===== config.mk =====
export PLATFORM = sky130hd
export DESIGN_NAME = svmm_duty
export DESIGN_NICKNAME = d
export VERILOG_FILES = /design/src/design/svmm_pkg.sv /design/src/design/svmm_duty.sv
export VERILOG_INCLUDE_DIRS = /design/src /design/src/design
export SDC_FILE = /design/constraint.sdc
export NUM_CORES = 1
export LEC_CHECK = 0
export ABC_AREA = 1
export ABC_CLOCK_PERIOD_IN_PS = 5400
export BUFFER_PORTS_ARGS = -buffer_cell sky130_fd_sc_hd__buf_2
export CAP_MARGIN = 0
export CORE_ASPECT_RATIO = 0.7
export CORE_UTILIZATION = 50
export DETAILED_ROUTE_END_ITERATION = 10
export PLACE_DENSITY_LB_ADDON = 0.25
export SLEW_MARGIN = 40
export SYNTH_ARGS = -nofsm -noshare
export SYNTH_HDL_FRONTEND = slang
export SYNTH_SLANG_ARGS = --single-unit

===== constraint.sdc =====
create_clock -name i_clk -period 5.4 [get_ports i_clk]
set_clock_uncertainty 0.1 [all_clocks]
set_input_delay 1.08 -clock i_clk [delete_from_list [all_inputs] [get_ports i_clk]]
set_output_delay 1.08 -clock i_clk [all_outputs]
set_load 0.005 [all_outputs]

===== src/design/svpwm_min_max_duty_generator_macros.svh =====
// assertion macros shared by the svpwm min-max duty generator rtl
// no dependencies; included by modules that carry assertions
`ifndef SVPWM_MIN_MAX_DUTY_GENERATOR_MACROS_SVH
`define SVPWM_MIN_MAX_DUTY_GENERATOR_MACROS_SVH
`ifndef SYNTHESIS
// same-cycle implication, checked out of reset
`define SVMM_ASSERT_IMPL(name, clk, rst_n, ante, cons) \
    name: assert property (@(posedge clk) disable iff (!rst_n) (ante) |-> (cons)) \
        else $error("svmm assertion failed");
// next-cycle implication, checked out of reset
`define SVMM_ASSERT_NEXT(name, clk, rst_n, ante, cons) \
    name: assert property (@(posedge clk) disable iff (!rst_n) (ante) |=> (cons)) \
        else $error("svmm assertion failed");
`else
`define SVMM_ASSERT_IMPL(name, clk, rst_n, ante, cons)
`define SVMM_ASSERT_NEXT(name, clk, rst_n, ante, cons)
`endif
`endif


===== src/design/svmm_pkg.sv =====
// types and constants for the svpwm min-max duty generator
// no dependencies; imported by every module of the block
`default_nettype none

package svmm_pkg;

    // field widths
    localparam int IN_W   = 16;
    localparam int DUTY_W = 16;
    localparam int LIM_W  = 15;

    // internal datapath widths
    localparam int BK_W   = 34;  // beta times sqrt3 in q16
    localparam int PH_W   = 35;  // doubled phase voltage in q16
    localparam int M_W    = 37;  // injected numerator, signed
    localparam int N_W    = 38;  // numerator magnitude and overflow limit
    localparam int REM_W  = 34;  // divider remainder
    localparam int QUO_W  = 15;  // quotient bits kept before saturation
    localparam int DEN_W  = 19;  // eight times bus voltage
    localparam int D_W    = 17;  // signed duty before clamp

    // constants
    localparam logic signed [17:0]   SQRT3_Q16  = 18'sd113512;
    localparam logic [IN_W-1:0]      BUS_MIN    = 16'd25;
    localparam logic [LIM_W-1:0]     DUTY_HALF  = 15'd16384;
    localparam logic [DUTY_W:0]      DUTY_FULL  = 17'd32768;

    // one phase lane inside the divider chain
    typedef struct packed {
        logic [REM_W-1:0] rem;
        logic [QUO_W-1:0] quo;
        logic             neg;
    } t_lane;

    // request payload carried from cell to cell
    typedef struct packed {
        t_lane [2:0]      lane;
        logic [DEN_W-1:0] den;
        logic             low;
    } t_div_pl;

endpackage

`default_nettype wire


===== src/design/svmm_duty.sv =====
// duty stage: signed offset, clamp to the duty window, limit flag, output register
// depends on svmm_pkg and the shared assertion macros
`default_nettype none
`include "svpwm_min_max_duty_generator_macros.svh"

module svmm_duty
    import svmm_pkg::*;
(
    input  wire logic                    i_clk,
    input  wire logic                    i_rst_n,
    input  wire logic                    i_cfg_we,
    input  wire logic [LIM_W-1:0]        i_cfg_wdata,
    input  wire logic                    i_valid,
    output      logic                    o_ready,
    input  wire t_div_pl                 i_pl,
    output      logic                    o_valid,
    input  wire logic                    i_ready,
    output      logic [2:0][DUTY_W-1:0]  o_duty,
    output      logic                    o_hit
);

    logic [LIM_W-1:0]       r_lim;
    logic [LIM_W-1:0]       w_lo;
    logic [DUTY_W-1:0]      w_hi;
    logic                   r_valid;
    logic [2:0][DUTY_W-1:0] r_duty, n_duty;
    logic                   r_hit, n_hit;

    // lower clamp register
    always_ff @(posedge i_clk) begin
        if (!i_rst_n) begin
            r_lim <= '0;
        end else if (i_cfg_we) begin
            r_lim <= i_cfg_wdata;
        end
    end

    // clamp window, lower limit saturates at one half
    assign w_lo = (r_lim > DUTY_HALF) ? DUTY_HALF : r_lim;
    assign w_hi = DUTY_W'(DUTY_FULL - {2'b0, w_lo});

    // duty per phase and limit flag
    always_comb begin
        logic signed [D_W-1:0] d;
        logic signed [D_W-1:0] lo_s;
        logic signed [D_W-1:0] hi_s;
        logic signed [D_W-1:0] q_s;
        logic signed [D_W-1:0] half_s;
        lo_s   = $signed({2'b0, w_lo});
        hi_s   = $signed({1'b0, w_hi});
        half_s = $signed({2'b0, DUTY_HALF});
        n_hit  = 1'b0;
        for (int k = 0; k < 3; k++) begin
            q_s = $signed({2'b0, i_pl.lane[k].quo});
            d   = i_pl.lane[k].neg ? (half_s - q_s) : (half_s + q_s);
            if (d < lo_s) begin
                d = lo_s;
            end else if (d > hi_s) begin
                d = hi_s;
            end
            if ((d <= lo_s) || (d >= hi_s)) begin
                n_hit = 1'b1;
            end
            n_duty[k] = d[DUTY_W-1:0];
        end
        // low bus voltage forces one half everywhere
        if (i_pl.low) begin
            for (int k = 0; k < 3; k++) begin
                n_duty[k] = {1'b0, DUTY_HALF};
            end
            n_hit = 1'b1;
        end
    end

    assign o_ready = !r_valid || i_ready;
    assign o_valid = r_valid;
    assign o_duty  = r_duty;
    assign o_hit   = r_hit;

    // output valid
    always_ff @(posedge i_clk) begin
        if (!i_rst_n) begin
            r_valid <= 1'b0;
        end else if (o_ready) begin
            r_valid <= i_valid;
        end
    end

    // output payload
    always_ff @(posedge i_clk) begin
        if (o_ready) begin
            r_duty <= n_duty;
            r_hit  <= n_hit;
        end
    end

    // every delivered duty lies inside the clamp window
    `SVMM_ASSERT_IMPL(a_duty_in_window, i_clk, i_rst_n, r_valid,
        (r_duty[0] >= {1'b0, w_lo}) && (r_duty[0] <= w_hi)
        && (r_duty[1] >= {1'b0, w_lo}) && (r_duty[1] <= w_hi)
        && (r_duty[2] >= {1'b0, w_lo}) && (r_duty[2] <= w_hi))

    // a duty sitting on a limit always raises the flag
    `SVMM_ASSERT_IMPL(a_limit_flags_hit, i_clk, i_rst_n,
        r_valid && ((r_duty[0] == {1'b0, w_lo}) || (r_duty[0] == w_hi)
        || (r_duty[1] == {1'b0, w_lo}) || (r_duty[1] == w_hi)
        || (r_duty[2] == {1'b0, w_lo}) || (r_duty[2] == w_hi)),
        r_hit)

    // a request taken from the last cell shows up in the output register
    `SVMM_ASSERT_NEXT(a_take_fills_output, i_clk, i_rst_n, i_valid && o_ready, r_valid)

endmodule

`default_nettype wire


==> summary.txt <==
Detailed routing
  – Number of remaining DRC errors: 0
  – Via density: between 5 and 6
  – DR vias: 12,100
  – Routed wire per std cell: between 15 and 20 um
  – Iter 0 DRT Violations: ~1,500
  – First drt pass iteration count: 8
  – Routed WL: 41,500 um
  – ANT nets after route: 0

Final layout
  – Ratio of cells with drive above 1 in the final layout: 44.9%
  – Final Cell Area: ~15,000 sq um
  – Ant. Diodes: 0
  – Final net count: 2,234
  – Final non-filler cell total: around 2,100
  – Layout area overhead: 61.4%
  – Layout fillers: around 1,200

Floorplan
  – Initial Util: around half
  – Boundary pin count: roughly 240
  – Chip width: 165 um
  – Core area: ~18,000 sq um
  – Rows: 41
  – Die height: 116 um
  – Die area: ~19,000 sq um

Worst setup path
  – Worst path max stage delay: 0.34 ns
  – Slowest stage cell on the critical path: o41ai_4
  – CP endpoint kind: flip-flop
  – Crit-path max FO: 5
  – Required time worst endpoint: 5.40 ns
  – Arr. time, crit path: around 5.9 ns
  – CP Launch Type: input port
  – Worst Path Buf+Inv: 5
  – Cell class contributing the biggest share of worst-path delay: simple AND/OR/NAND/NOR gates
  – Setup Crit Path Kind: in -> reg

STA
  – Max_slew headroom: 52.7%
  – Final setup margin: -0.476 ns
  – Final hold viol count: 0
  – Worst-margin pin slew: between 0.7 and 0.8 ns
  – RSZ-0062 raised after global routing: yes
  – Final setup violation count: 1
  – Achievable Freq: around 170 MHz
  – Fin crit period: just under 6 ns
  – Pins over their slew limit: 0
  – Final worst-path cycle share: 109%

Synthesis
  – Compound-Gate Fraction of Synth Area: approximately 15%
  – Most frequent cell after synthesis: nand2_1
  – EDFF count, synth: 49
  – Top cells by count, synth: nand2_1, ha_1, inv_1, nor2_1, a21oi_1
  – Area of the mapped netlist: between 9000 and 10,000 sq um
  – Cell count after synthesis: around 1,300
  – Post-Synth Adder-Cell Area: 24.1%
  – Post-synth net total: between 1,500 and 2,000
  – Top_reg_cell synth: edfxtp_1
  – Sequential fraction of the synthesis area: ~19%
  – Cell taking the most area after synthesis: ha_1
  – FFs w/ async S/R, synth: 0%
  – FF+latch count, synth: 65
  – Yosys warning count: 0
  – Number of distinct library cells after synthesis: 58
  – Top cell type's share of synthesized area: between 20% and 30%
  – XOR/XNOR share of the synthesized area: under 10%
  – Mean post-synth cell area: a little over 7 sq um
  – Mux cell area share after synthesis: 0%
  – Largest family of logic cells by synthesized area: simple AND/OR/NAND/NOR gates
  – Top post-synthesis cells by area: ha_1, edfxtp_1, nand2_1
  – Area share of and/or/nand/nor cells after synthesis: about 28%

Clocking
  – CTS sink count: 65
  – CTS tree: done
  – Post-CTS Hold Fix Bufs: 0
  – Htree depth: 3
  – CTS clk-pin slew, worst paths: 0.06 ns
  – Clk_lat worst skew: between 0.3 and 0.4 ns
  – Number of CTS-inserted buffers: 9
  – Clock buffer depth: 2
  – Root buffer cell: clkbuf_16

Placed design
  – Port buffer count: roughly 120
  – Placed insts: 2,003
  – DP Wirelength: 29,000 um
  – Placer Congestion: 1.01
  – Placed cell area: 12,900 sq um

Power
  – Pwr per Cell Area: roughly 280 nW/um^2
  – Maximum vdd drop: 0.206 mV
  – Pleak: roughly 8 nW

GRT
  – Initial antenna violation count: 0
  – Overall Global Routing Usage: approximately two fifths
  – GR Overflow Total: 0
  – Number of global-route vias before repair: approximately 11,000
  – GR Util met3: under 10%
  – Largest net degree at the start of global routing: 51
  – GRT met2 Usage: about three fifths
  – GRT busiest layer: met2
  – M1 GR Usage: a little under three fifths
  – First-pass GRT wire length: roughly 58,000 um

Run status
  – Status: finished with violations
  – Failing checks: negative setup slack

Job
  – Max_cap viols: 0

Worst hold path
  – Worst min path class: reg -> reg
-- placed cells by master, fill, tap and decap left out, types with 4 or more instances in the layout --
cell       count
nor2_4        12
a21oi_1       66
o21ai_1       37
a21o_1         8
nor3_1         9
buf_4        441
nand4_1       31
ha_1         153
o211ai_1       5
dfxtp_1       16
nor2_2        24
a21oi_2       12
nand3_1       60
nand3_2       13
xnor2_1        6
xor2_2         9
a211oi_1       5
inv_4          6
xor2_1        26
o21ai_0       33
clkbuf_16      9
o21ai_2       23
nand2_2       31
nor2_1       114
o211ai_2       9
inv_1        147
o21bai_1       7
nand2_4        9
buf_2        114
inv_2         28
ha_4          23
nand3b_1       7
nor3_2         8
buf_6         21
nor4_2         4
edfxtp_1      49
nand2_1      232
o21ai_4        5
-- final cells by class --
| class | count | area, sq um | share of cell area [%] |
|---|---|---|---|
| Inverter | 183 | 702 | 4.70 |
| Sequential cell | 65 | 1790 | 12.0 |
| Multi-Input combinational cell | 1027 | 7590 | 50.9 |
| Clock inverter | 7 | 124 | 0.830 |
| Timing Repair Buffer | 580 | 4190 | 28.1 |
| Clock buffer | 9 | 225 | 1.51 |
| Tap cell | 236 | 295 | 1.98 |
-- kinds of logic after synthesis --
| group | Yosys count |
|---|---|
| DFF | 65 |
| and+or+nand+nor | 575 |
| AOI/OAI and AO/OA | 233 |
| xor gates and xnor gates | 41 |
| adders and majority gates | 178 |
| buffers and inverters | 210 |
-- metal layers --
| layer | wire [um] | up-vias |
|---|---|---|
| met5 | 0 | - |
| met4 | 2410 | 0 |
| met3 | 5400 | 199 |
| met2 | 16900 | 826 |
| met1 | 16800 | 5493 |
| li1 | - | 5570 |
-- per-stage QoR --
step	setup slack (ns)	hold WS [ns]	setup TNS, ns	total power, mW	util [%]
5_1_grt	-0.735	0.491	-0.735	4.35	82.6
4_1_cts	-0.165	0.452	-0.165	3.78	78.5
2_1_floorplan	0.00895	0.339	0	1.78	-
3_3_place_gp	-0.797	0.435	-0.797	2.76	71.2
6_report	-0.476	0.471	-0.476	4.12	82.6
3_5_place_dp	-0.883	0.437	-0.883	2.84	71.2
-- registers in the layout (all words and copies together), names as in the netlist --
name     count
o_hit        1
o_valid      1
o_duty      48
r_lim       15
-- worst reg2reg max path, delay by kind of cell, from the launching register on --
kind / cells / cell delay, ns
flops: 1 / 0.32
fa+ha+maj: 3 / 0.70
buf+inv: 7 / 0.81
simple gates: 23 / 2.50
xor+xnor: 1 / 0.19
compound gates: 7 / 0.99
-- report_power, final --
group | internal, mW | switching, mW
registers | 0.614 | 0.0182
clock network | 0.457 | 0.272
logic | 1.27 | 1.49
total | 2.34 | 1.78
-- timing repair --
action,4_1_cts,5_1_grt
gates resized for setup,124,127
pin swaps,60,96
buffers inserted,62,28
setup endpoints to repair,1,1
-- final timing paths --
| check | startpoint | end | slack, ns | cells past startpoint |
|---|---|---|---|---|
| max | i_pl[121] | o_hit | -0.48 | 36 |
| min | r_lim[7] | r_lim[7] | 0.47 | 3 |
| max reg2reg | r_lim[12] | o_hit | -0.44 | 41 |
| min reg2reg | r_lim[7] | r_lim[7] | 0.47 | 3 |
(Power assumes the default switching activity.)
