[src/design/svpwm_min_max_duty_generator_macros.svh]
// assertion macros shared by the svpwm min-max duty generator rtl
// no dependencies; included by modules that carry assertions
`ifndef SVPWM_MIN_MAX_DUTY_GENERATOR_MACROS_SVH
`define SVPWM_MIN_MAX_DUTY_GENERATOR_MACROS_SVH
`ifndef SYNTHESIS
// same-cycle implication, checked out of reset
`define SVMM_ASSERT_IMPL(name, clk, rst_n, ante, cons) \
    name: assert property (@(posedge clk) disable iff (!rst_n) (ante) |-> (cons)) \
        else $error("svmm assertion failed");
// next-cycle implication, checked out of reset
`define SVMM_ASSERT_NEXT(name, clk, rst_n, ante, cons) \
    name: assert property (@(posedge clk) disable iff (!rst_n) (ante) |=> (cons)) \
        else $error("svmm assertion failed");
`else
`define SVMM_ASSERT_IMPL(name, clk, rst_n, ante, cons)
`define SVMM_ASSERT_NEXT(name, clk, rst_n, ante, cons)
`endif
`endif

[src/design/svmm_pkg.sv]
// types and constants for the svpwm min-max duty generator
// no dependencies; imported by every module of the block
`default_nettype none

package svmm_pkg;

    // field widths
    localparam int IN_W   = 16;
    localparam int DUTY_W = 16;
    localparam int LIM_W  = 15;

    // internal datapath widths
    localparam int BK_W   = 34;  // beta times sqrt3 in q16
    localparam int PH_W   = 35;  // doubled phase voltage in q16
    localparam int M_W    = 37;  // injected numerator, signed
    localparam int N_W    = 38;  // numerator magnitude and overflow limit
    localparam int REM_W  = 34;  // divider remainder
    localparam int QUO_W  = 15;  // quotient bits kept before saturation
    localparam int DEN_W  = 19;  // eight times bus voltage
    localparam int D_W    = 17;  // signed duty before clamp

    // constants
    localparam logic signed [17:0]   SQRT3_Q16  = 18'sd113512;
    localparam logic [IN_W-1:0]      BUS_MIN    = 16'd25;
    localparam logic [LIM_W-1:0]     DUTY_HALF  = 15'd16384;
    localparam logic [DUTY_W:0]      DUTY_FULL  = 17'd32768;

    // one phase lane inside the divider chain
    typedef struct packed {
        logic [REM_W-1:0] rem;
        logic [QUO_W-1:0] quo;
        logic             neg;
    } t_lane;

    // request payload carried from cell to cell
    typedef struct packed {
        t_lane [2:0]      lane;
        logic [DEN_W-1:0] den;
        logic             low;
    } t_div_pl;

endpackage

`default_nettype wire

[src/design/svmm_front.sv]
// front pipeline: inverse clarke, min-max injection, divider setup
// depends on svmm_pkg
`default_nettype none

module svmm_front
    import svmm_pkg::*;
(
    input  wire logic                   i_clk,
    input  wire logic                   i_rst_n,
    input  wire logic                   i_valid,
    output      logic                   o_ready,
    input  wire logic signed [IN_W-1:0] i_alpha,
    input  wire logic signed [IN_W-1:0] i_beta,
    input  wire logic [IN_W-1:0]        i_bus,
    output      logic                   o_valid,
    input  wire logic                   i_ready,
    output      t_div_pl                o_pl
);

    localparam int NSTG = 6;

    logic [NSTG-1:0] r_v;
    logic [NSTG-1:0] w_en;

    // stage 1: products
    logic signed [PH_W-1:0] r1_na, r1_a16, n1_na, n1_a16;
    logic signed [BK_W-1:0] r1_bk, n1_bk;
    logic [IN_W-1:0]        r1_bus;
    logic [N_W-1:0]         r1_lim, n1_lim;
    // stage 2: phases
    logic signed [PH_W-1:0] r2_ph [3];
    logic signed [PH_W-1:0] n2_nb, n2_nc;
    logic [IN_W-1:0]        r2_bus;
    logic [N_W-1:0]         r2_lim;
    // stage 3: max and min
    logic signed [PH_W-1:0] r3_ph [3];
    logic signed [PH_W-1:0] r3_mx, r3_mn, n3_mx, n3_mn;
    logic [IN_W-1:0]        r3_bus;
    logic [N_W-1:0]         r3_lim;
    // stage 4: injected numerators
    logic signed [M_W-1:0]  r4_m [3];
    logic signed [M_W-1:0]  n4_m [3];
    logic [IN_W-1:0]        r4_bus;
    logic [N_W-1:0]         r4_lim;
    // stage 5: magnitudes
    logic [N_W-1:0]         r5_mag [3];
    logic [N_W-1:0]         n5_mag [3];
    logic [2:0]             r5_neg;
    logic [IN_W-1:0]        r5_bus;
    logic [N_W-1:0]         r5_lim;
    // stage 6: divider request
    t_div_pl                r6_pl, n6_pl;

    // stall chain, a stage moves when empty or when its successor moves
    always_comb begin
        w_en[NSTG-1] = !r_v[NSTG-1] || i_ready;
        for (int k = NSTG - 2; k >= 0; k--) begin
            w_en[k] = !r_v[k] || w_en[k+1];
        end
    end

    assign o_ready = w_en[0];
    assign o_valid = r_v[NSTG-1];
    assign o_pl    = r6_pl;

    // valid bits
    always_ff @(posedge i_clk) begin
        if (!i_rst_n) begin
            r_v <= '0;
        end else begin
            if (w_en[0]) begin
                r_v[0] <= i_valid;
            end
            for (int k = 1; k < NSTG; k++) begin
                if (w_en[k]) begin
                    r_v[k] <= r_v[k-1];
                end
            end
        end
    end

    // stage 1 next values: scaled alpha, beta times sqrt3, overflow limit
    always_comb begin
        n1_na  = PH_W'(i_alpha) <<< 17;
        n1_a16 = PH_W'(i_alpha) <<< 16;
        n1_bk  = i_beta * SQRT3_Q16;
        // quotient reaches 2^15 once mag >= 8*bus*2^15 - 4*bus
        n1_lim = (N_W'(i_bus) << 18) - (N_W'(i_bus) << 2);
    end

    // stage 2 next values: phases b and c
    always_comb begin
        n2_nb = -r1_a16 + PH_W'(r1_bk);
        n2_nc = -r1_a16 - PH_W'(r1_bk);
    end

    // stage 3 next values: max and min of the three phases
    always_comb begin
        n3_mx = r2_ph[0];
        n3_mn = r2_ph[0];
        for (int k = 1; k < 3; k++) begin
            if (r2_ph[k] > n3_mx) begin
                n3_mx = r2_ph[k];
            end
            if (r2_ph[k] < n3_mn) begin
                n3_mn = r2_ph[k];
            end
        end
    end

    // stage 4 and 5 next values: common-mode injection, then magnitude
    always_comb begin
        for (int k = 0; k < 3; k++) begin
            n4_m[k]   = (M_W'(r3_ph[k]) <<< 1) - M_W'(r3_mx) - M_W'(r3_mn);
            n5_mag[k] = r4_m[k][M_W-1] ? N_W'(-r4_m[k]) : N_W'(r4_m[k]);
        end
    end

    // stage 6 next values: rounding bias, saturation preset, divisor
    always_comb begin
        logic [N_W-1:0] num;
        logic           ovf;
        n6_pl = '0;
        for (int k = 0; k < 3; k++) begin
            num = r5_mag[k] + (N_W'(r5_bus) << 2);
            ovf = r5_mag[k] >= r5_lim;
            n6_pl.lane[k].neg = r5_neg[k];
            n6_pl.lane[k].rem = ovf ? '0 : num[REM_W-1:0];
            n6_pl.lane[k].quo = ovf ? '1 : '0;
        end
        n6_pl.den = DEN_W'(r5_bus) << 3;
        n6_pl.low = r5_bus <= BUS_MIN;
    end

    // payload registers
    always_ff @(posedge i_clk) begin
        if (w_en[0]) begin
            r1_na  <= n1_na;
            r1_a16 <= n1_a16;
            r1_bk  <= n1_bk;
            r1_bus <= i_bus;
            r1_lim <= n1_lim;
        end
        if (w_en[1]) begin
            r2_ph[0] <= r1_na;
            r2_ph[1] <= n2_nb;
            r2_ph[2] <= n2_nc;
            r2_bus   <= r1_bus;
            r2_lim   <= r1_lim;
        end
        if (w_en[2]) begin
            r3_ph  <= r2_ph;
            r3_mx  <= n3_mx;
            r3_mn  <= n3_mn;
            r3_bus <= r2_bus;
            r3_lim <= r2_lim;
        end
        if (w_en[3]) begin
            r4_m   <= n4_m;
            r4_bus <= r3_bus;
            r4_lim <= r3_lim;
        end
        if (w_en[4]) begin
            r5_mag <= n5_mag;
            for (int k = 0; k < 3; k++) begin
                r5_neg[k] <= r4_m[k][M_W-1];
            end
            r5_bus <= r4_bus;
            r5_lim <= r4_lim;
        end
        if (w_en[5]) begin
            r6_pl <= n6_pl;
        end
    end

endmodule

`default_nettype wire

[config.mk]
export PLATFORM = sky130hd
export DESIGN_NAME = svmm_front
export DESIGN_NICKNAME = d
export VERILOG_FILES = /design/src/design/svpwm_min_max_duty_generator_macros.svh /design/src/design/svmm_pkg.sv /design/src/design/svmm_front.sv
export SDC_FILE = /design/constraint.sdc
export NUM_CORES = 2
export LEC_CHECK = 0
export ABC_AREA = 1
export BUFFER_PORTS_ARGS = -buffer_cell sky130_fd_sc_hd__buf_2
export CAP_MARGIN = 20
export CORE_UTILIZATION = 56
export CTS_CLUSTER_DIAMETER = 100
export DETAILED_ROUTE_END_ITERATION = 8
export PLACE_DENSITY = 0.86
export SLEW_MARGIN = 10
export SYNTH_ARGS = -nofsm -noshare
export SYNTH_HDL_FRONTEND = slang
export SYNTH_SLANG_ARGS = --single-unit
[constraint.sdc]
create_clock -name i_clk -period 19.8 [get_ports i_clk]
set_input_delay 1.98 -clock i_clk [delete_from_list [all_inputs] [get_ports i_clk]]
set_output_delay 1.98 -clock i_clk [all_outputs]
set_load 0.005 [all_outputs]
==> results.json <==
{
  "hold_viol": 0,
  "required_ps": 17820,
  "ys_seq_elements": 839,
  "ff_latch_area_sq_um": 25130,
  "arrival_ps": 5610,
  "yosysTopAreaCellShare_pct": 46.96,
  "post_cts_buffers": 0,
  "ys_seq_area_share_pct": 47.19,
  "ys_types": 64,
  "hpwlAfterDp_um": 109300,
  "post-place-ws_ps": 12270,
  "synth_cells": 5218,
  "via_per_inst": 5.752,
  "setup_tns_ps": 0,
  "syn_avg_cell_area_sq_um": 10.21,
  "gp_congestion": 1.019,
  "multi_input_area_sq_um": 24560,
  "die_area_sq_um": 96350,
  "initial_utilization_pct": 56.81,
  "cts-buffers-inserted": 87,
  "synth_edf_count": 833,
  "grt_antenna_before_repair": 1,
  "via_count": 38930,
  "wl_per_cell_um": 20.64,
  "fin_ws_ps": 12210,
  "cts_root_buf": "clkbuf_16",
  "synth_area_leader_cell": "edfxtp_1",
  "yosys_warnings": 0,
  "fin_crit_ps": 7589,
  "overflow": 0,
  "clk_pin_slew_ps": 60,
  "clockBufferDepth": 3,
  "drtIter0Drc": 4063,
  "synth_top_flop_cell": "edfxtp_1",
  "portBuffers": 214,
  "synth_common_cells": "edfxtp_1 (833), nand2_1 (798), inv_1 (790), ha_1 (488), nor2_1 (412)",
  "die_x_um": 310.4,
  "fill_cells": 7141,
  "synth-async-reset-ratio_pct": 0,
  "period_share_pct": 38.33,
  "wl_um": 139700,
  "dieHeight_um": 310.4,
  "first_pass_iters": 6,
  "cts.sinks": 839,
  "critPathLaunchType": "primary input",
  "critPathKind": "in2out",
  "fp-row-count": 112,
  "post_cts_resized": 0,
  "fin_nets": 6169,
  "place_area_sq_um": 55460,
  "grt_max_degree": 84,
  "fin_area_sq_um": 58380,
  "drive_above_1_share_pct": 7.708,
  "htree_levels": 3,
  "path_max_fanout": 76,
  "core_sq_um": 93750,
  "holdCritPathClass": "reg2reg",
  "drc_errors": 0,
  "max_slew_margin_pct": 29.92,
  "synth_area_sq_um": 53260,
  "maxSlewViolCount": 0,
  "maxCapViolCount": 0,
  "rsz0062_at_grt": "false",
  "end_kind": "output pin",
  "worstMarginPinSlew_ps": 1042,
  "setup_violations": 0,
  "ctsHoldBuffers": 0,
  "fin_skew_ps": 37.23,
  "io-pin-count": 224,
  "cts_tree": "built",
  "max_freq_mhz": 131.8,
  "grt_first_pass_wirelength_um": 214700,
  "worstSkewPairLatency_ps": 700,
  "syn2layout_area_growth_pct": 9.615,
  "n_antenna_cell": 0,
  "status": "finished clean",
  "synth.most_common_cell": "edfxtp_1",
  "grt_usage_pct": 29.23,
  "synthTopCellsByArea": "edfxtp_1 (47%), ha_1 (11%), fa_1 (7.1%), nand2_1 (5.6%), inv_1 (5.6%)",
  "grt_pass1_vias": 38690,
  "ant_nets": 0
}
## final cells by class
class	instances	share of cell area, %
Clock buffer	108	3.864
Timing Repair Buffer	232	2.092
Multi-Input combinational cell	3486	42.06
Inverter	795	5.150
Clock inverter	54	1.093
Sequential cell	839	43.05
Tap cell	1254	2.687
## cells in the final DEF (no fill, tap or decap), drive strengths merged, types with 98 or more instances in the layout
master,n
edfxtp,833
nand2,802
inv,802
ha,488
nor2,421
a21oi,393
xor2,247
buf,232
o21ai,197
fa,188
nand3,184
clkbuf,108
xnor2,105
nor3,98
## through the flow
stage | util (%) | hold slack (ps) | instances
floorplan | - | 400.3 | 5230
global placement | 59.16 | 401.1 | 6604
detailed placement | 59.16 | 404.5 | 6604
CTS | 62.24 | 410.2 | 6766
global route | 62.28 | 399.5 | 6768
finish | 62.28 | 408.0 | 6768
## state kept, by name (all words and copies together), names as in the netlist, 16 cells and up
register and cells:
r5_lim 32, o_pl 119, r4_bus 16, r4_m 99
r1_a16 16, r1_bus 16, r2_bus 16, r4_lim 32
r3_lim 32, r3_bus 16, r3_mx 32, r3_mn 32
r2_ph 79, r1_lim 32, r5_mag 103, r5_bus 16
r3_ph 79, r2_lim 32, r1_bk 31
## path summary, 6_finish.rpt
path	start	to	slack (ps)	depth (start not counted)
setup / recovery	i_ready	o_ready	12210	12
hold / removal	r2_lim[30]$_DFFE_PP_	r3_lim[30]$_DFFE_PP_	410	0
setup reg to reg	r2_ph[69]$_DFFE_PP_	r3_mx[27]$_DFFE_PP_	13760	30
hold reg to reg	r2_lim[30]$_DFFE_PP_	r3_lim[30]$_DFFE_PP_	410	0
## worst max-delay path, stage by stage
cell	delay, ps
buf_2	90
nor2_1	70
inv_4	430
nor2_1	200
inv_6	540
nor2_1	210
inv_6	540
nor2_1	210
inv_6	380
nor2_1	210
nand2_4	480
buf_2	250
## routing by layer
| metal | share of wire (%) | vias up | global-route usage [%] | wire length (um) |
|---|---|---|---|---|
| met1 | 38 | 18330 | 35.57 | 53520 |
| met4 | 6.2 | 0 | 16.18 | 8618 |
| li1 | - | 18160 | - | - |
| met3 | 7.3 | 434 | 3.835 | 10190 |
| met2 | 48 | 2004 | 50.31 | 67400 |
| met5 | 0 | - | 0 | 0 |
## kinds of logic after synthesis
kind of cell / share of synthesized area, %
and+or+nand+nor: 13.35
buffers and inverters: 6.801
DFF: 47.19
AOI/OAI and AO/OA: 8.337
adders and majority gates: 18.53
xor gates and xnor gates: 5.788
other: 0.007041
Power is not shown: default switching activity piles up to over one toggle a cycle in this logic, so the estimate is an artifact.
