### src/design/svpwm_min_max_duty_generator_macros.svh
// assertion macros shared by the svpwm min-max duty generator rtl
// no dependencies; included by modules that carry assertions
`ifndef SVPWM_MIN_MAX_DUTY_GENERATOR_MACROS_SVH
`define SVPWM_MIN_MAX_DUTY_GENERATOR_MACROS_SVH
`ifndef SYNTHESIS
// same-cycle implication, checked out of reset
`define SVMM_ASSERT_IMPL(name, clk, rst_n, ante, cons) \
    name: assert property (@(posedge clk) disable iff (!rst_n) (ante) |-> (cons)) \
        else $error("svmm assertion failed");
// next-cycle implication, checked out of reset
`define SVMM_ASSERT_NEXT(name, clk, rst_n, ante, cons) \
    name: assert property (@(posedge clk) disable iff (!rst_n) (ante) |=> (cons)) \
        else $error("svmm assertion failed");
`else
`define SVMM_ASSERT_IMPL(name, clk, rst_n, ante, cons)
`define SVMM_ASSERT_NEXT(name, clk, rst_n, ante, cons)
`endif
`endif

### src/design/svmm_pkg.sv
// types and constants for the svpwm min-max duty generator
// no dependencies; imported by every module of the block
`default_nettype none

package svmm_pkg;

    // field widths
    localparam int IN_W   = 16;
    localparam int DUTY_W = 16;
    localparam int LIM_W  = 15;

    // internal datapath widths
    localparam int BK_W   = 34;  // beta times sqrt3 in q16
    localparam int PH_W   = 35;  // doubled phase voltage in q16
    localparam int M_W    = 37;  // injected numerator, signed
    localparam int N_W    = 38;  // numerator magnitude and overflow limit
    localparam int REM_W  = 34;  // divider remainder
    localparam int QUO_W  = 15;  // quotient bits kept before saturation
    localparam int DEN_W  = 19;  // eight times bus voltage
    localparam int D_W    = 17;  // signed duty before clamp

    // constants
    localparam logic signed [17:0]   SQRT3_Q16  = 18'sd113512;
    localparam logic [IN_W-1:0]      BUS_MIN    = 16'd25;
    localparam logic [LIM_W-1:0]     DUTY_HALF  = 15'd16384;
    localparam logic [DUTY_W:0]      DUTY_FULL  = 17'd32768;

    // one phase lane inside the divider chain
    typedef struct packed {
        logic [REM_W-1:0] rem;
        logic [QUO_W-1:0] quo;
        logic             neg;
    } t_lane;

    // request payload carried from cell to cell
    typedef struct packed {
        t_lane [2:0]      lane;
        logic [DEN_W-1:0] den;
        logic             low;
    } t_div_pl;

endpackage

`default_nettype wire

### src/design/svmm_div_cell.sv
// one divider cell: resolves a single quotient bit for all three phases
// depends on svmm_pkg and the shared assertion macros
`default_nettype none
`include "svpwm_min_max_duty_generator_macros.svh"

module svmm_div_cell
    import svmm_pkg::*;
#(
    parameter int unsigned BIT_IDX = 0
)
(
    input  wire logic    i_clk,
    input  wire logic    i_rst_n,
    input  wire logic    i_valid,
    output      logic    o_ready,
    input  wire t_div_pl i_pl,
    output      logic    o_valid,
    input  wire logic    i_ready,
    output      t_div_pl o_pl
);

    logic             r_valid;
    t_div_pl          r_pl, n_pl;
    logic [REM_W-1:0] w_dsh_in, w_dsh_out;

    assign o_ready   = !r_valid || i_ready;
    assign o_valid   = r_valid;
    assign o_pl      = r_pl;
    assign w_dsh_in  = REM_W'(i_pl.den) << BIT_IDX;
    assign w_dsh_out = REM_W'(r_pl.den) << BIT_IDX;

    // trial subtract of the shifted divisor in each lane
    always_comb begin
        logic [REM_W:0] diff;
        n_pl = i_pl;
        for (int k = 0; k < 3; k++) begin
            diff = {1'b0, i_pl.lane[k].rem} - {1'b0, w_dsh_in};
            if (!diff[REM_W]) begin
                n_pl.lane[k].rem          = diff[REM_W-1:0];
                n_pl.lane[k].quo[BIT_IDX] = 1'b1;
            end
        end
    end

    // cell valid
    always_ff @(posedge i_clk) begin
        if (!i_rst_n) begin
            r_valid <= 1'b0;
        end else if (o_ready) begin
            r_valid <= i_valid;
        end
    end

    // cell payload
    always_ff @(posedge i_clk) begin
        if (o_ready) begin
            r_pl <= n_pl;
        end
    end

    // restoring invariant: remainder stays below the divisor at this weight
    `SVMM_ASSERT_IMPL(a_rem_below_divisor, i_clk, i_rst_n, r_valid && !r_pl.low,
        (r_pl.lane[0].rem < w_dsh_out) && (r_pl.lane[1].rem < w_dsh_out)
        && (r_pl.lane[2].rem < w_dsh_out))

endmodule

`default_nettype wire

### config.mk
export PLATFORM = sky130hd
export DESIGN_NAME = svmm_div_cell
export DESIGN_NICKNAME = d
export VERILOG_FILES = /design/src/design/svmm_pkg.sv /design/src/design/svmm_div_cell.sv
export VERILOG_INCLUDE_DIRS = /design/src /design/src/design
export SDC_FILE = /design/constraint.sdc
export NUM_CORES = 1
export LEC_CHECK = 0
export BUFFER_PORTS_ARGS = -buffer_cell sky130_fd_sc_hd__buf_2
export CORE_MARGIN = 10
export CORE_UTILIZATION = 55
export CTS_CLUSTER_DIAMETER = 30
export DETAILED_ROUTE_END_ITERATION = 12
export GPL_TIMING_DRIVEN = 0
export PLACE_DENSITY_LB_ADDON = 0.1
export RECOVER_POWER = 100
export SYNTH_ARGS = -nofsm -noshare
export SYNTH_HDL_FRONTEND = slang
export SYNTH_SLANG_ARGS = --single-unit
export TNS_END_PERCENT = 1
### constraint.sdc
create_clock -name i_clk -period 8.74 [get_ports i_clk]
set_input_delay 0.437 -clock i_clk [delete_from_list [all_inputs] [get_ports i_clk]]
set_output_delay 0.437 -clock i_clk [all_outputs]
set_load 0.02 [all_outputs]
==> tab_implementation.tex, run 1 <==
\begin{tabular}{lr}
\hline
Metric & Value \\
\hline
\multicolumn{2}{l}{\textbf{GRT}} \\
Congestion Overflow GR & 0 \\
First-pass GRT wire length & 44800 um \\
Number of antenna violations at the first check in global routing & 5 \\
Total global-route track usage & 24.4\% \\
Number of global-route vias before repair & 7847 \\
Maximum number of pins on one net before global-route repair & 69 \\
\multicolumn{2}{l}{\textbf{Route}} \\
Residual DRC count & 0 \\
WL/cell & 20.5 um \\
Drt initial violations & 435 \\
Count of nets left with antenna violations after detail routing & 0 \\
First-pass iteration count of the detailed router & 8 \\
Via density per instance & 5.59 \\
Vias after detailed routing & 8163 \\
Aggregate routed wire length & 29900 um \\
\multicolumn{2}{l}{\textbf{Logic synthesis}} \\
Cell count after synthesis & 855 \\
Synth Cell Area & 9670 sq um \\
Most frequently used flop master after synthesis & sky130\_fd\_sc\_hd\_\_edfxtp\_1 \\
YS warnings & 0 \\
Fraction of registers with async set or reset after synthesis & 0\% \\
Average cell area after synthesis & 11.3 sq um \\
Number of flops mapped to enable cells by yosys & 170 \\
Sequential share of the synthesized area & 53.0\% \\
Synthesis-stage register bit count & 171 \\
Net count of the mapped netlist & 1089 \\
Count of distinct cell types in the synthesized netlist & 63 \\
\multicolumn{2}{l}{\textbf{Setup path}} \\
Top delay family on crit path & buffers and inverters \\
Worst Setup Start Kind & flop \\
Type of the worst setup path & flop to flop \\
Critical path required time & 8.84 ns \\
Critical-path cell list & nand2b\_1, clkbuf\_1, buf\_16 \\
Biggest fanout along the worst timing path & 68 \\
Master of the slowest instance on the critical path & sky130\_fd\_sc\_hd\_\_clkbuf\_1 \\
Crit path DAT & 5.12 ns \\
Number of buffer and inverter stages on the critical path & 2 \\
CP max stage delay & 2.37 ns \\
Critical Path Sink Type & flop \\
\multicolumn{2}{l}{\textbf{Place}} \\
\# placed instances & 1426 \\
Routability Congestion & 0.915 \\
Dpl hpwl & 24100 um \\
Count of port buffers added during placement & 344 \\
\multicolumn{2}{l}{\textbf{STA}} \\
Maximum clock skew at final layout & 0.0146 ns \\
Fmax achieved & 199 MHz \\
Relative slew slack & -114\% \\
Count of final hold-check violations & 0 \\
Fin crit period & 5.02 ns \\
Setup repair after global routing missed its margin & no \\
Final sum of negative setup slack & 0 ns \\
Max-slew violation count & 107 \\
Final setup fails & 0 \\
Post-route clock period utilization & 57.4\% \\
Minimum hold slack & 0.166 ns \\
Transition time at the pin with the least slew margin & 3.21 ns \\
\multicolumn{2}{l}{\textbf{Outcome}} \\
Failing checks & capacitance limit, slew limit \\
Result of the run & finished, violations left \\
\multicolumn{2}{l}{\textbf{Final layout}} \\
Sequential cell area & 5120 sq um \\
Share of layout cells above drive strength 1 & 17.4\% \\
Number of nets at the end of the flow & 1454 \\
Multi-input gate area in the final layout & 4220 sq um \\
Number of filler instances in the final layout & 1448 \\
Final Non-Filler Cells & 1461 \\
Layout area overhead & 24.0\% \\
\multicolumn{2}{l}{\textbf{Clocking}} \\
Total CTS buffers & 17 \\
Later-pin clock latency in the skew report & 0.44 ns \\
Clk root buf & sky130\_fd\_sc\_hd\_\_clkbuf\_16 \\
CTS Buffer Depth & 2 \\
Clock transition at the registers of the reported paths & 0.08 ns \\
Clock Sink Count & 171 \\
\# H-tree levels & 4 \\
CTS tree & built \\
Resize count post-CTS & 0 \\
Post-CTS setup repair buffer count & 0 \\
Hold Buf Count CTS & 0 \\
\multicolumn{2}{l}{\textbf{Hold path}} \\
Worst min path class & primary input to flop \\
\multicolumn{2}{l}{\textbf{Floorplanning}} \\
CORE AREA & 17200 sq um \\
I/O pin count & 346 \\
Core Rows & 48 \\
Starting Density & 56.1\% \\
Die X & 153 um \\
Total Die Area & 23300 sq um \\
Chip height & 153 um \\
\multicolumn{2}{l}{\textbf{Power}} \\
Standby leakage power & 4.83 nW \\
Power per unit of standard cell area & 198 nW/um\^{}2 \\
Max rail drop VDD & 0.000156 V \\
\multicolumn{2}{l}{\textbf{Flow run}} \\
Total of max-cap violations & 2 \\
\hline
\end{tabular}
where the power goes:
part	switching, W	internal (W)
Sequential	0.0000283	0.00102
Clock	0.000377	0.000391
Combinational	0.000372	0.000179
worst register-to-register path: stages, from the launching register on:
cell                       delay [ns]
sky130_fd_sc_hd__dfxtp_1         0.33
sky130_fd_sc_hd__nand2b_1        1.57
sky130_fd_sc_hd__clkbuf_1        2.38
sky130_fd_sc_hd__buf_16          0.36
cell families after synthesis:
| logic type | count (synthesis) | share of synthesized area, % |
|---|---|---|
| fa+ha+maj | 60 | 8.00 |
| buf+inv | 56 | 2.71 |
| simple gates | 259 | 13.3 |
| xor+xnor | 88 | 7.97 |
| mux | 9 | 1.01 |
| compound gates | 212 | 14.0 |
| flops | 171 | 53.0 |
flip-flops by register name, indices dropped and copies added (netlist names):
register / count
o_pl: 170
o_valid: 1
per-stage QoR:
step	util (%)	power, W	area [sq um]	setup slack (ns)
3_3_place_gp	67.7	0.00164	11700	1.42
5_1_grt	69.5	0.00247	12000	3.33
2_1_floorplan	-	0.00143	9670	3.28
4_1_cts	71.7	0.00241	12400	5.55
3_5_place_dp	68.1	0.00164	11700	5.14
6_report	69.5	0.00237	12000	3.72
cell type report:
type	count	share of cell area (%)
flip-flops and latches	171	42.8
multi-input cells	628	35.2
repair buffers	346	12.7
clock buffers	17	3.55
well taps	225	2.35
clock inverters	15	1.62
inverters	38	1.19
plain buffers	18	0.595
diodes	3	0.0626
Yosys cell counts (3+ instances only):
cell | number | area share (%)
sky130_fd_sc_hd__o21ai_2 | 3 | 0.27
sky130_fd_sc_hd__clkbuf_1 | 5 | 0.19
sky130_fd_sc_hd__a31oi_1 | 9 | 0.58
sky130_fd_sc_hd__buf_2 | 5 | 0.26
sky130_fd_sc_hd__nand2b_1 | 10 | 0.65
sky130_fd_sc_hd__fa_1 | 3 | 0.62
sky130_fd_sc_hd__a31o_2 | 3 | 0.27
sky130_fd_sc_hd__mux2_2 | 6 | 0.70
sky130_fd_sc_hd__a21boi_0 | 4 | 0.31
sky130_fd_sc_hd__edfxtp_1 | 170 | 53
sky130_fd_sc_hd__o31ai_1 | 4 | 0.31
sky130_fd_sc_hd__or3_1 | 12 | 0.78
sky130_fd_sc_hd__a21oi_1 | 52 | 2.7
sky130_fd_sc_hd__a21o_1 | 24 | 1.9
sky130_fd_sc_hd__o211ai_1 | 6 | 0.47
sky130_fd_sc_hd__nand4_1 | 8 | 0.52
sky130_fd_sc_hd__buf_4 | 4 | 0.31
sky130_fd_sc_hd__o21ai_0 | 68 | 3.5
sky130_fd_sc_hd__nor3_1 | 19 | 0.98
sky130_fd_sc_hd__nor2_1 | 41 | 1.6
sky130_fd_sc_hd__and3_1 | 6 | 0.39
sky130_fd_sc_hd__or4_1 | 7 | 0.54
sky130_fd_sc_hd__nand3_1 | 20 | 1.0
sky130_fd_sc_hd__ha_1 | 57 | 7.4
sky130_fd_sc_hd__xnor2_1 | 38 | 3.4
sky130_fd_sc_hd__xor2_1 | 50 | 4.5
sky130_fd_sc_hd__nand2_1 | 99 | 3.8
sky130_fd_sc_hd__mux2i_1 | 3 | 0.31
sky130_fd_sc_hd__nor4_1 | 9 | 0.58
sky130_fd_sc_hd__and2_1 | 4 | 0.26
sky130_fd_sc_hd__o21a_1 | 9 | 0.70
sky130_fd_sc_hd__a211oi_1 | 7 | 0.54
sky130_fd_sc_hd__inv_1 | 38 | 1.5
sky130_fd_sc_hd__buf_6 | 4 | 0.47
sky130_fd_sc_hd__nor2b_1 | 10 | 0.65
sky130_fd_sc_hd__o21bai_1 | 5 | 0.39
layout by cell type, fill, tap and decap left out, drive strengths merged, types with 21 or more instances in the layout:
cell	Yosys	routed
clkbuf	5	216
edfxtp	170	170
buf	13	165
nand2	99	99
o21ai	71	71
ha	57	57
a21oi	52	52
xor2	50	50
inv	38	44
nor2	42	42
xnor2	38	38
a21o	24	24
nor3	21	21
final timing paths:
check / slack (ns) / end / from / cells past startpoint
setup / recovery: 3.72 / o_pl[87]$_DFFE_PP_ / o_valid$_SDFFE_PN0P_ / 3
hold / removal: 0.17 / o_pl[20]$_DFFE_PP_ / i_pl[20] / 1
setup reg to reg: 3.72 / o_pl[87]$_DFFE_PP_ / o_valid$_SDFFE_PN0P_ / 3
hold reg to reg: 2.03 / o_pl[65]$_DFFE_PP_ / o_valid$_SDFFE_PN0P_ / 1
routing by layer:
layer / global-route usage (%) / wire [um] / vias to the layer above
met2: 43.7 / 15400 / 334
met3: 6.97 / 2230 / 39
li1: - / - / 3939
met4: 5.59 / 535 / 6
met5: 0 / 43 / -
met1: 28.0 / 11700 / 3845
Power figures use the tool's default switching activity.
==> run 2: changes to the inputs <==
Settings changed: ABC_AREA set to 1, CORE_UTILIZATION 55 to 48.
Clock period 8.74 ns to 4.1 ns, I/O delays scaled along.
==> run 2 against run 1 <==
The run still ends with capacitance limit, slew limit left. Highest routed layer unchanged. Clock power is 120% higher. Sequential share of layout area fell by 8.8 points. Combinational power grew to 2.7 times the previous value. Critical endpoint is now o_pl[142]$_DFFE_PP_. Register-to-register slack lost 2.8 ns. Critical path type unchanged.
==> tab_implementation.tex, run 2 <==
\begin{tabular}{lr}
\hline
Metric & Value \\
\hline
\multicolumn{2}{l}{\textbf{Logic synthesis}} \\
Synth Cell Area & 12100 sq um \\
Synthesized-area fraction occupied by and/or/nand/nor cells & 31.0\% \\
Synthesis-stage register bit count & 171 \\
Multiplexer share of the synthesized area & 0\% \\
Share of synthesized cell area in full adder, half adder and majority cells & 6.37\% \\
Area fraction of the dominant cell type after synthesis & 42.0\% \\
Most frequent cell after synthesis & sky130\_fd\_sc\_hd\_\_nand2\_1 \\
Top area cells in the synthesized netlist & sky130\_fd\_sc\_hd\_\_edfxtp\_1 (42\%), sky130\_fd\_sc\_hd\_\_nand2\_1 (15\%), sky130\_fd\_sc\_hd\_\_inv\_1 (7.4\%), sky130\_fd\_sc\_hd\_\_ha\_1 (5.9\%), sky130\_fd\_sc\_hd\_\_nor2\_1 (4.5\%) \\
Count of distinct cell types in the synthesized netlist & 42 \\
Cell count after synthesis & 1548 \\
Most frequently used flop master after synthesis & sky130\_fd\_sc\_hd\_\_edfxtp\_1 \\
Number of flops mapped to enable cells by yosys & 170 \\
Dominant combinational cell family by area after synthesis & simple AND/OR/NAND/NOR gates \\
Fraction of registers with async set or reset after synthesis & 0\% \\
XOR/XNOR Fraction of Synth Area & 3.61\% \\
Synth top cells by count & sky130\_fd\_sc\_hd\_\_nand2\_1 (499), sky130\_fd\_sc\_hd\_\_inv\_1 (241), sky130\_fd\_sc\_hd\_\_edfxtp\_1 (170), sky130\_fd\_sc\_hd\_\_nor2\_1 (144), sky130\_fd\_sc\_hd\_\_nand3\_1 (87) \\
Cell accounting for the most synthesized area & sky130\_fd\_sc\_hd\_\_edfxtp\_1 \\
Net count of the mapped netlist & 1782 \\
YS warnings & 0 \\
Sequential share of the synthesized area & 42.2\% \\
Fraction of the mapped netlist area in compound gates & 7.55\% \\
Average cell area after synthesis & 7.84 sq um \\
\multicolumn{2}{l}{\textbf{Power}} \\
Register share of total power & 41.5\% \\
Max rail drop VDD & 0.000286 V \\
Proportion of power drawn by combinational gates & 27.7\% \\
Net switching share of the total power & 35.6\% \\
Clock network fraction of total power & 30.8\% \\
Standby leakage power & 6.99 nW \\
Internal portion of total power & 0.00348 W \\
Power per unit of standard cell area & 358 nW/um\^{}2 \\
NetSw & 0.00192 W \\
\multicolumn{2}{l}{\textbf{Route}} \\
Drt initial violations & 866 \\
Count of nets left with antenna violations after detail routing & 0 \\
Via density per instance & 5.04 \\
Aggregate routed wire length & 42900 um \\
Residual DRC count & 0 \\
Vias after detailed routing & 11.7k \\
WL/cell & 18.5 um \\
First-pass iteration count of the detailed router & 5 \\
\multicolumn{2}{l}{\textbf{Clocking}} \\
CTS Buffer Depth & 2 \\
\# H-tree levels & 4 \\
Resize count post-CTS & 0 \\
Clock Sink Count & 171 \\
CTS tree & built \\
Total CTS buffers & 17 \\
Clk root buf & sky130\_fd\_sc\_hd\_\_clkbuf\_16 \\
Clock transition at the registers of the reported paths & 0.08 ns \\
Later-pin clock latency in the skew report & 0.43 ns \\
\multicolumn{2}{l}{\textbf{STA}} \\
Final setup fails & 0 \\
Max-slew violation count & 114 \\
Post-route clock period utilization & 78.3\% \\
Relative slew slack & -70.8\% \\
Fin worst setup slack & 0.888 ns \\
Maximum clock skew at final layout & 0.0110 ns \\
Count of final hold-check violations & 0 \\
Fmax achieved & 311 MHz \\
Fin crit period & 3.21 ns \\
Transition time at the pin with the least slew margin & 2.56 ns \\
Setup repair after global routing missed its margin & no \\
Final sum of negative setup slack & 0 ns \\
Minimum hold slack & 0.0298 ns \\
\multicolumn{2}{l}{\textbf{GRT}} \\
Total global-route track usage & 26.1\% \\
First-pass GRT wire length & 64300 um \\
Maximum number of pins on one net before global-route repair & 114 \\
Number of antenna violations at the first check in global routing & 7 \\
Number of global-route vias before repair & 11.7k \\
Congestion Overflow GR & 0 \\
\multicolumn{2}{l}{\textbf{Floorplanning}} \\
Die X & 179 um \\
Chip height & 179 um \\
Starting Density & 48.5\% \\
Total Die Area & 32100 sq um \\
I/O pin count & 346 \\
Core Rows & 58 \\
CORE AREA & 25000 sq um \\
\multicolumn{2}{l}{\textbf{Final layout}} \\
Flip-flop count of the largest register, all copies and words added & 170 \\
Number of nets at the end of the flow & 2210 \\
Most common cell after layout, fill and taps aside & sky130\_fd\_sc\_hd\_\_nand2\_1 \\
Number of filler instances in the final layout & 2427 \\
Share of layout cells above drive strength 1 & 14.1\% \\
Layout area overhead & 24.3\% \\
Commonest cells after routing, fill and taps aside & sky130\_fd\_sc\_hd\_\_nand2\_1 (528), sky130\_fd\_sc\_hd\_\_inv\_1 (241), sky130\_fd\_sc\_hd\_\_clkbuf\_1 (194) \\
\multicolumn{2}{l}{\textbf{Setup path}} \\
Critical path required time & 4.09 ns \\
Biggest fanout along the worst timing path & 113 \\
Worst Setup Start Kind & flop \\
Crit path DAT & 3.20 ns \\
Type of the worst setup path & flop to flop \\
Depth of the worst register-to-register path & 2 \\
Critical Path Sink Type & flop \\
\multicolumn{2}{l}{\textbf{Hold path}} \\
Hold path depth & 2 \\
Worst min path class & primary input to flop \\
\multicolumn{2}{l}{\textbf{Place}} \\
Count of port buffers added during placement & 345 \\
Post-placement worst setup slack & 1.45 ns \\
Routability Congestion & 0.943 \\
Dpl hpwl & 34300 um \\
\multicolumn{2}{l}{\textbf{Outcome}} \\
Failing checks & capacitance limit, slew limit \\
Result of the run & finished, violations left \\
\multicolumn{2}{l}{\textbf{Flow run}} \\
Total of max-cap violations & 1 \\
\hline
\end{tabular}
[run 2: cell count changes after synthesis, sizes merged, moves of 9 or more]
| cell | delta |
|---|---|
| nand2 | +443 |
| inv | +215 |
| nor2 | +114 |
| nand3 | +70 |
| xor2 | -43 |
| a21o | -23 |
| nor3 | +16 |
| or3 | -13 |
| nand2b | -10 |
| nand4 | +10 |
| nor4 | -10 |
| a31oi | -9 |
| nor2b | -9 |
[run 2: cell families after synthesis]
logic type	after synthesis
AO/OA/AOI/OAI	137
flip-flops	171
AND/OR/NAND/NOR	865
adder cells (fa/ha/maj)	60
XOR/XNOR	50
buffers and inverters	265
[run 2: metrics by stage]
| step | total power, W | util (%) | std cells | instance area (sq um) |
|---|---|---|---|---|
| detailed placement | 0.00380 | 57.2 | 2224 | 14300 |
| global placement | 0.00379 | 57.1 | 2223 | 14300 |
| global route | 0.00566 | 60.3 | 2321 | 15100 |
| finish | 0.00540 | 60.3 | 2324 | 15100 |
| floorplan | 0.00324 | - | 1548 | 12100 |
| CTS | 0.00551 | 62.1 | 2319 | 15600 |
[run 2: metal layers]
metal | wire length, um | vias to the layer above | track usage (%)
met1 | 18100 | 5414 | 32.5
li1 | - | 5844 | -
met5 | 31 | - | 0
met4 | 748 | 6 | 6.61
met3 | 3470 | 57 | 6.15
met2 | 20600 | 393 | 44.6
[run 2: area by class of cell]
type | count | area (sq um) | area share, %
clock inverter | 15 | 178 | 1.18
timing repair buffer | 409 | 2120 | 14.1
antenna | 5 | 12.5 | 0.0829
clock buffer | 17 | 425 | 2.82
inverter | 253 | 967 | 6.41
sequential | 171 | 5120 | 33.9
tap | 330 | 413 | 2.73
buffer | 12 | 143 | 0.945
multi-input combinational | 1112 | 5710 | 37.8
[run 2: what timing repair did]
item,4_1_cts,5_1_grt
buffers inserted,0,0
hold buffers,63,0
endpoints found under the setup margin,0,0
hold endpoints to repair,63,0
[run 2: path summary, 6_finish.rpt]
kind                                  end  slack, ns            startpoint
hold / removal    o_pl[121]$_SDFFCE_PN1P_       0.03             i_pl[121]
hold reg to reg        o_pl[31]$_DFFE_PP_       0.97  o_valid$_SDFFE_PN0P_
setup / recovery      o_pl[142]$_DFFE_PP_       0.89  o_valid$_SDFFE_PN0P_
setup reg to reg      o_pl[142]$_DFFE_PP_       0.89  o_valid$_SDFFE_PN0P_
[run 2: power groups by stage]
stage / Sequential (W) / Clock, W / Combinational [W]
after floorplan: 0.00254 / 0 / 0.000697
after global placement: 0.00227 / 0 / 0.00152
after detailed placement: 0.00227 / 0 / 0.00153
after CTS: 0.00223 / 0.00169 / 0.00159
after global routing: 0.00226 / 0.00176 / 0.00165
final: 0.00224 / 0.00166 / 0.00150
[run 2: critical path, cell delays in order (launching register included)]
cell                      delay [ns]
sky130_fd_sc_hd__dfxtp_1        0.37
sky130_fd_sc_hd__nand2_8        0.37
sky130_fd_sc_hd__buf_2          1.83
==> run 3: changes to the inputs <==
Settings changed: ABC_AREA 1 to 0, CORE_UTILIZATION 48 to 46.
Clock period 4.1 ns to 2.6 ns, I/O delays scaled along.
==> run 3 against run 2 <==
The run now ends clean. Cell count is 31% lower. Global-route usage fell by 4.0 points. Non-clock buffer count is 44 higher. Clock power is 59% higher. Largest power group unchanged. Combinational power is 35% higher. Die area shrank 15%. Power up 52%. Critical path type is now primary input to flop. Routed wire length decreased by 26%. Register-to-register slack got worse by 0.69 ns. Setup slack got worse by 0.87 ns. Design area decreased by 12%. Clock-buffer cell count is the same.
==> tab_implementation.tex, run 3 (synthesized netlist as in run 1, its figures left out) <==
\begin{tabular}{lr}
\hline
Metric & Value \\
\hline
\multicolumn{2}{l}{\textbf{Outcome}} \\
Result of the run & completed \\
\multicolumn{2}{l}{\textbf{Setup path}} \\
CP max stage delay & 0.55 ns \\
Number of buffer and inverter stages on the critical path & 2 \\
Levels on crit path & 11 \\
Crit path DAT & 2.76 ns \\
Top delay family on crit path & compound AO/OA/AOI/OAI gates \\
Critical path required time & 2.78 ns \\
Type of the worst setup path & primary input to flop \\
Depth of the worst register-to-register path & 4 \\
Master of the slowest instance on the critical path & sky130\_fd\_sc\_hd\_\_dlygate4sd3\_1 \\
Worst Setup Start Kind & primary input \\
Biggest fanout along the worst timing path & 6 \\
Critical Path Sink Type & flop \\
Critical-path cell list & dlygate4sd3\_1, clkbuf\_1, ha\_1, o21a\_1, o211ai\_1, a21oi\_1, o21ai\_1, a41oi\_2, o31a\_1, nor4\_2, xor2\_1 \\
\multicolumn{2}{l}{\textbf{STA}} \\
Minimum hold slack & 0.00572 ns \\
Post-route clock period utilization & 99.2\% \\
Fin worst setup slack & 0.0209 ns \\
Transition time at the pin with the least slew margin & 1.35 ns \\
Setup repair after global routing missed its margin & yes \\
Relative slew slack & 9.79\% \\
Max-slew violation count & 0 \\
Final sum of negative setup slack & 0 ns \\
Fmax achieved & 388 MHz \\
Count of final hold-check violations & 0 \\
Final setup fails & 0 \\
Maximum clock skew at final layout & 0.0108 ns \\
Fin crit period & 2.58 ns \\
\multicolumn{2}{l}{\textbf{GRT}} \\
Congestion Overflow GR & 0 \\
Total global-route track usage & 22.1\% \\
Number of antenna violations at the first check in global routing & 7 \\
First-pass GRT wire length & 46500 um \\
Number of global-route vias before repair & 8408 \\
Maximum number of pins on one net before global-route repair & 66 \\
\multicolumn{2}{l}{\textbf{Power}} \\
NetSw & 0.00270 W \\
Proportion of power drawn by combinational gates & 24.8\% \\
Power per unit of standard cell area & 615 nW/um\^{}2 \\
Net switching share of the total power & 33.0\% \\
Clock network fraction of total power & 32.3\% \\
Standby leakage power & 5.34 nW \\
Internal portion of total power & 0.00548 W \\
Max rail drop VDD & 0.000424 V \\
Register share of total power & 43.0\% \\
\multicolumn{2}{l}{\textbf{Route}} \\
Vias after detailed routing & 8373 \\
Drt initial violations & 397 \\
Aggregate routed wire length & 31600 um \\
Via density per instance & 5.21 \\
First-pass iteration count of the detailed router & 4 \\
WL/cell & 19.6 um \\
Count of nets left with antenna violations after detail routing & 0 \\
Residual DRC count & 0 \\
\multicolumn{2}{l}{\textbf{Floorplanning}} \\
Core Rows & 52 \\
Starting Density & 47.3\% \\
Die X & 165 um \\
CORE AREA & 20400 sq um \\
Chip height & 165 um \\
I/O pin count & 346 \\
Total Die Area & 27200 sq um \\
\multicolumn{2}{l}{\textbf{Clocking}} \\
Later-pin clock latency in the skew report & 0.43 ns \\
\# H-tree levels & 4 \\
CTS Buffer Depth & 2 \\
CTS tree & built \\
Clock Sink Count & 171 \\
Total CTS buffers & 17 \\
Clock transition at the registers of the reported paths & 0.08 ns \\
Clk root buf & sky130\_fd\_sc\_hd\_\_clkbuf\_16 \\
\multicolumn{2}{l}{\textbf{Hold path}} \\
Worst min path class & primary input to flop \\
Hold path depth & 3 \\
\multicolumn{2}{l}{\textbf{Flow run}} \\
Total of max-cap violations & 0 \\
\multicolumn{2}{l}{\textbf{Final layout}} \\
Layout area overhead & 37.7\% \\
Flip-flop count of the largest register, all copies and words added & 170 \\
Number of nets at the end of the flow & 1555 \\
Commonest cells after routing, fill and taps aside & sky130\_fd\_sc\_hd\_\_clkbuf\_1 (186), sky130\_fd\_sc\_hd\_\_edfxtp\_1 (170), sky130\_fd\_sc\_hd\_\_buf\_2 (165) \\
Most common cell after layout, fill and taps aside & sky130\_fd\_sc\_hd\_\_clkbuf\_1 \\
Final Non-Filler Cells & 1608 \\
Final non-filler cell area & 13300 sq um \\
Share of layout cells above drive strength 1 & 18.8\% \\
\multicolumn{2}{l}{\textbf{Place}} \\
Instance area at placement & 11800 sq um \\
\# placed instances & 1471 \\
Count of port buffers added during placement & 344 \\
Routability Congestion & 0.933 \\
Post-placement worst setup slack & -0.740 ns \\
Dpl hpwl & 24600 um \\
\hline
\end{tabular}
==> run 3: changes by cell type in the layout (fill, tap and decap cells not counted), moves of 13 or more <==
cell / before / now
sky130_fd_sc_hd__a21o_1: 1 / 24
sky130_fd_sc_hd__dlygate4sd3_1: 63 / 101
sky130_fd_sc_hd__inv_1: 241 / 37
sky130_fd_sc_hd__nand2_1: 528 / 99
sky130_fd_sc_hd__nand3_1: 89 / 20
sky130_fd_sc_hd__nor2_1: 144 / 41
sky130_fd_sc_hd__nor3_1: 34 / 18
sky130_fd_sc_hd__o21ai_0: 38 / 64
sky130_fd_sc_hd__o21ai_2: 29 / 2
sky130_fd_sc_hd__or3_1: 0 / 13
sky130_fd_sc_hd__xor2_1: 7 / 50
==> run 3: final cells by class <==
cell class | count | area (sq um)
Fill cell | 1727 | 7120
Tap cell | 270 | 338
Inverter | 38 | 146
Timing Repair Buffer | 447 | 2560
Antenna cell | 4 | 10.0
Multi-Input combinational cell | 628 | 4380
Clock inverter | 15 | 209
Clock buffer | 17 | 425
Sequential cell | 171 | 5120
Buffer | 18 | 115
==> run 3: through the flow <==
stage | power, W | utilization, %
after floorplan | 0.00478 | -
after global placement | 0.00550 | 57.4
after detailed placement | 0.00553 | 57.7
after CTS | 0.00831 | 65.9
after global routing | 0.00856 | 65.1
final | 0.00818 | 65.2
==> run 3: per-layer routing <==
metal / GRT usage, % / share of wire (%) / routed length (um) / vias to the layer above
met2: 40.0 / 50 / 16000 / 311
met1: 24.8 / 39 / 12200 / 3879
met3: 6.80 / 8.4 / 2650 / 44
met4: 5.60 / 2.4 / 768 / 4
li1: - / - / - / 4135
met5: 0 / 0.085 / 27 / -
==> run 3: power groups by stage <==
| stage | sequential, W | combinational, W | clock, W |
|---|---|---|---|
| floorplan | 0.00401 | 0.000774 | 0 |
| global placement | 0.00356 | 0.00194 | 0 |
| detailed placement | 0.00356 | 0.00196 | 0 |
| CTS | 0.00351 | 0.00210 | 0.00270 |
| global route | 0.00355 | 0.00221 | 0.00280 |
| finish | 0.00352 | 0.00203 | 0.00264 |
==> run 3: worst register-to-register path, cell delays in order, from the launching register on <==
cell and delay [ns]:
sky130_fd_sc_hd__dfxtp_1 0.32, sky130_fd_sc_hd__nand2b_2 0.91, sky130_fd_sc_hd__buf_16 0.37, sky130_fd_sc_hd__a21boi_0 0.13
sky130_fd_sc_hd__dlygate4sd3_1 0.56
==> run 3: timing repair <==
| item | in CTS | in global routing |
|---|---|---|
| buffers inserted | 0 | 0 |
| endpoints found under the setup margin | 36 | 65 |
| hold endpoints to repair | 100 | 0 |
| pin swaps | 1 | 8 |
| resized for setup | 7 | 31 |
| hold buffers | 101 | 0 |
==> run 3: worst paths after layout <==
path	start	to	slack, ns
max	i_pl[146]	o_pl[156]$_DFFE_PP_	0.02
min reg2reg	o_valid$_SDFFE_PN0P_	o_pl[135]$_DFFE_PP_	1.45
min	i_pl[144]	o_pl[144]$_DFFE_PP_	0.006
max reg2reg	o_valid$_SDFFE_PN0P_	o_valid$_SDFFE_PN0P_	0.20
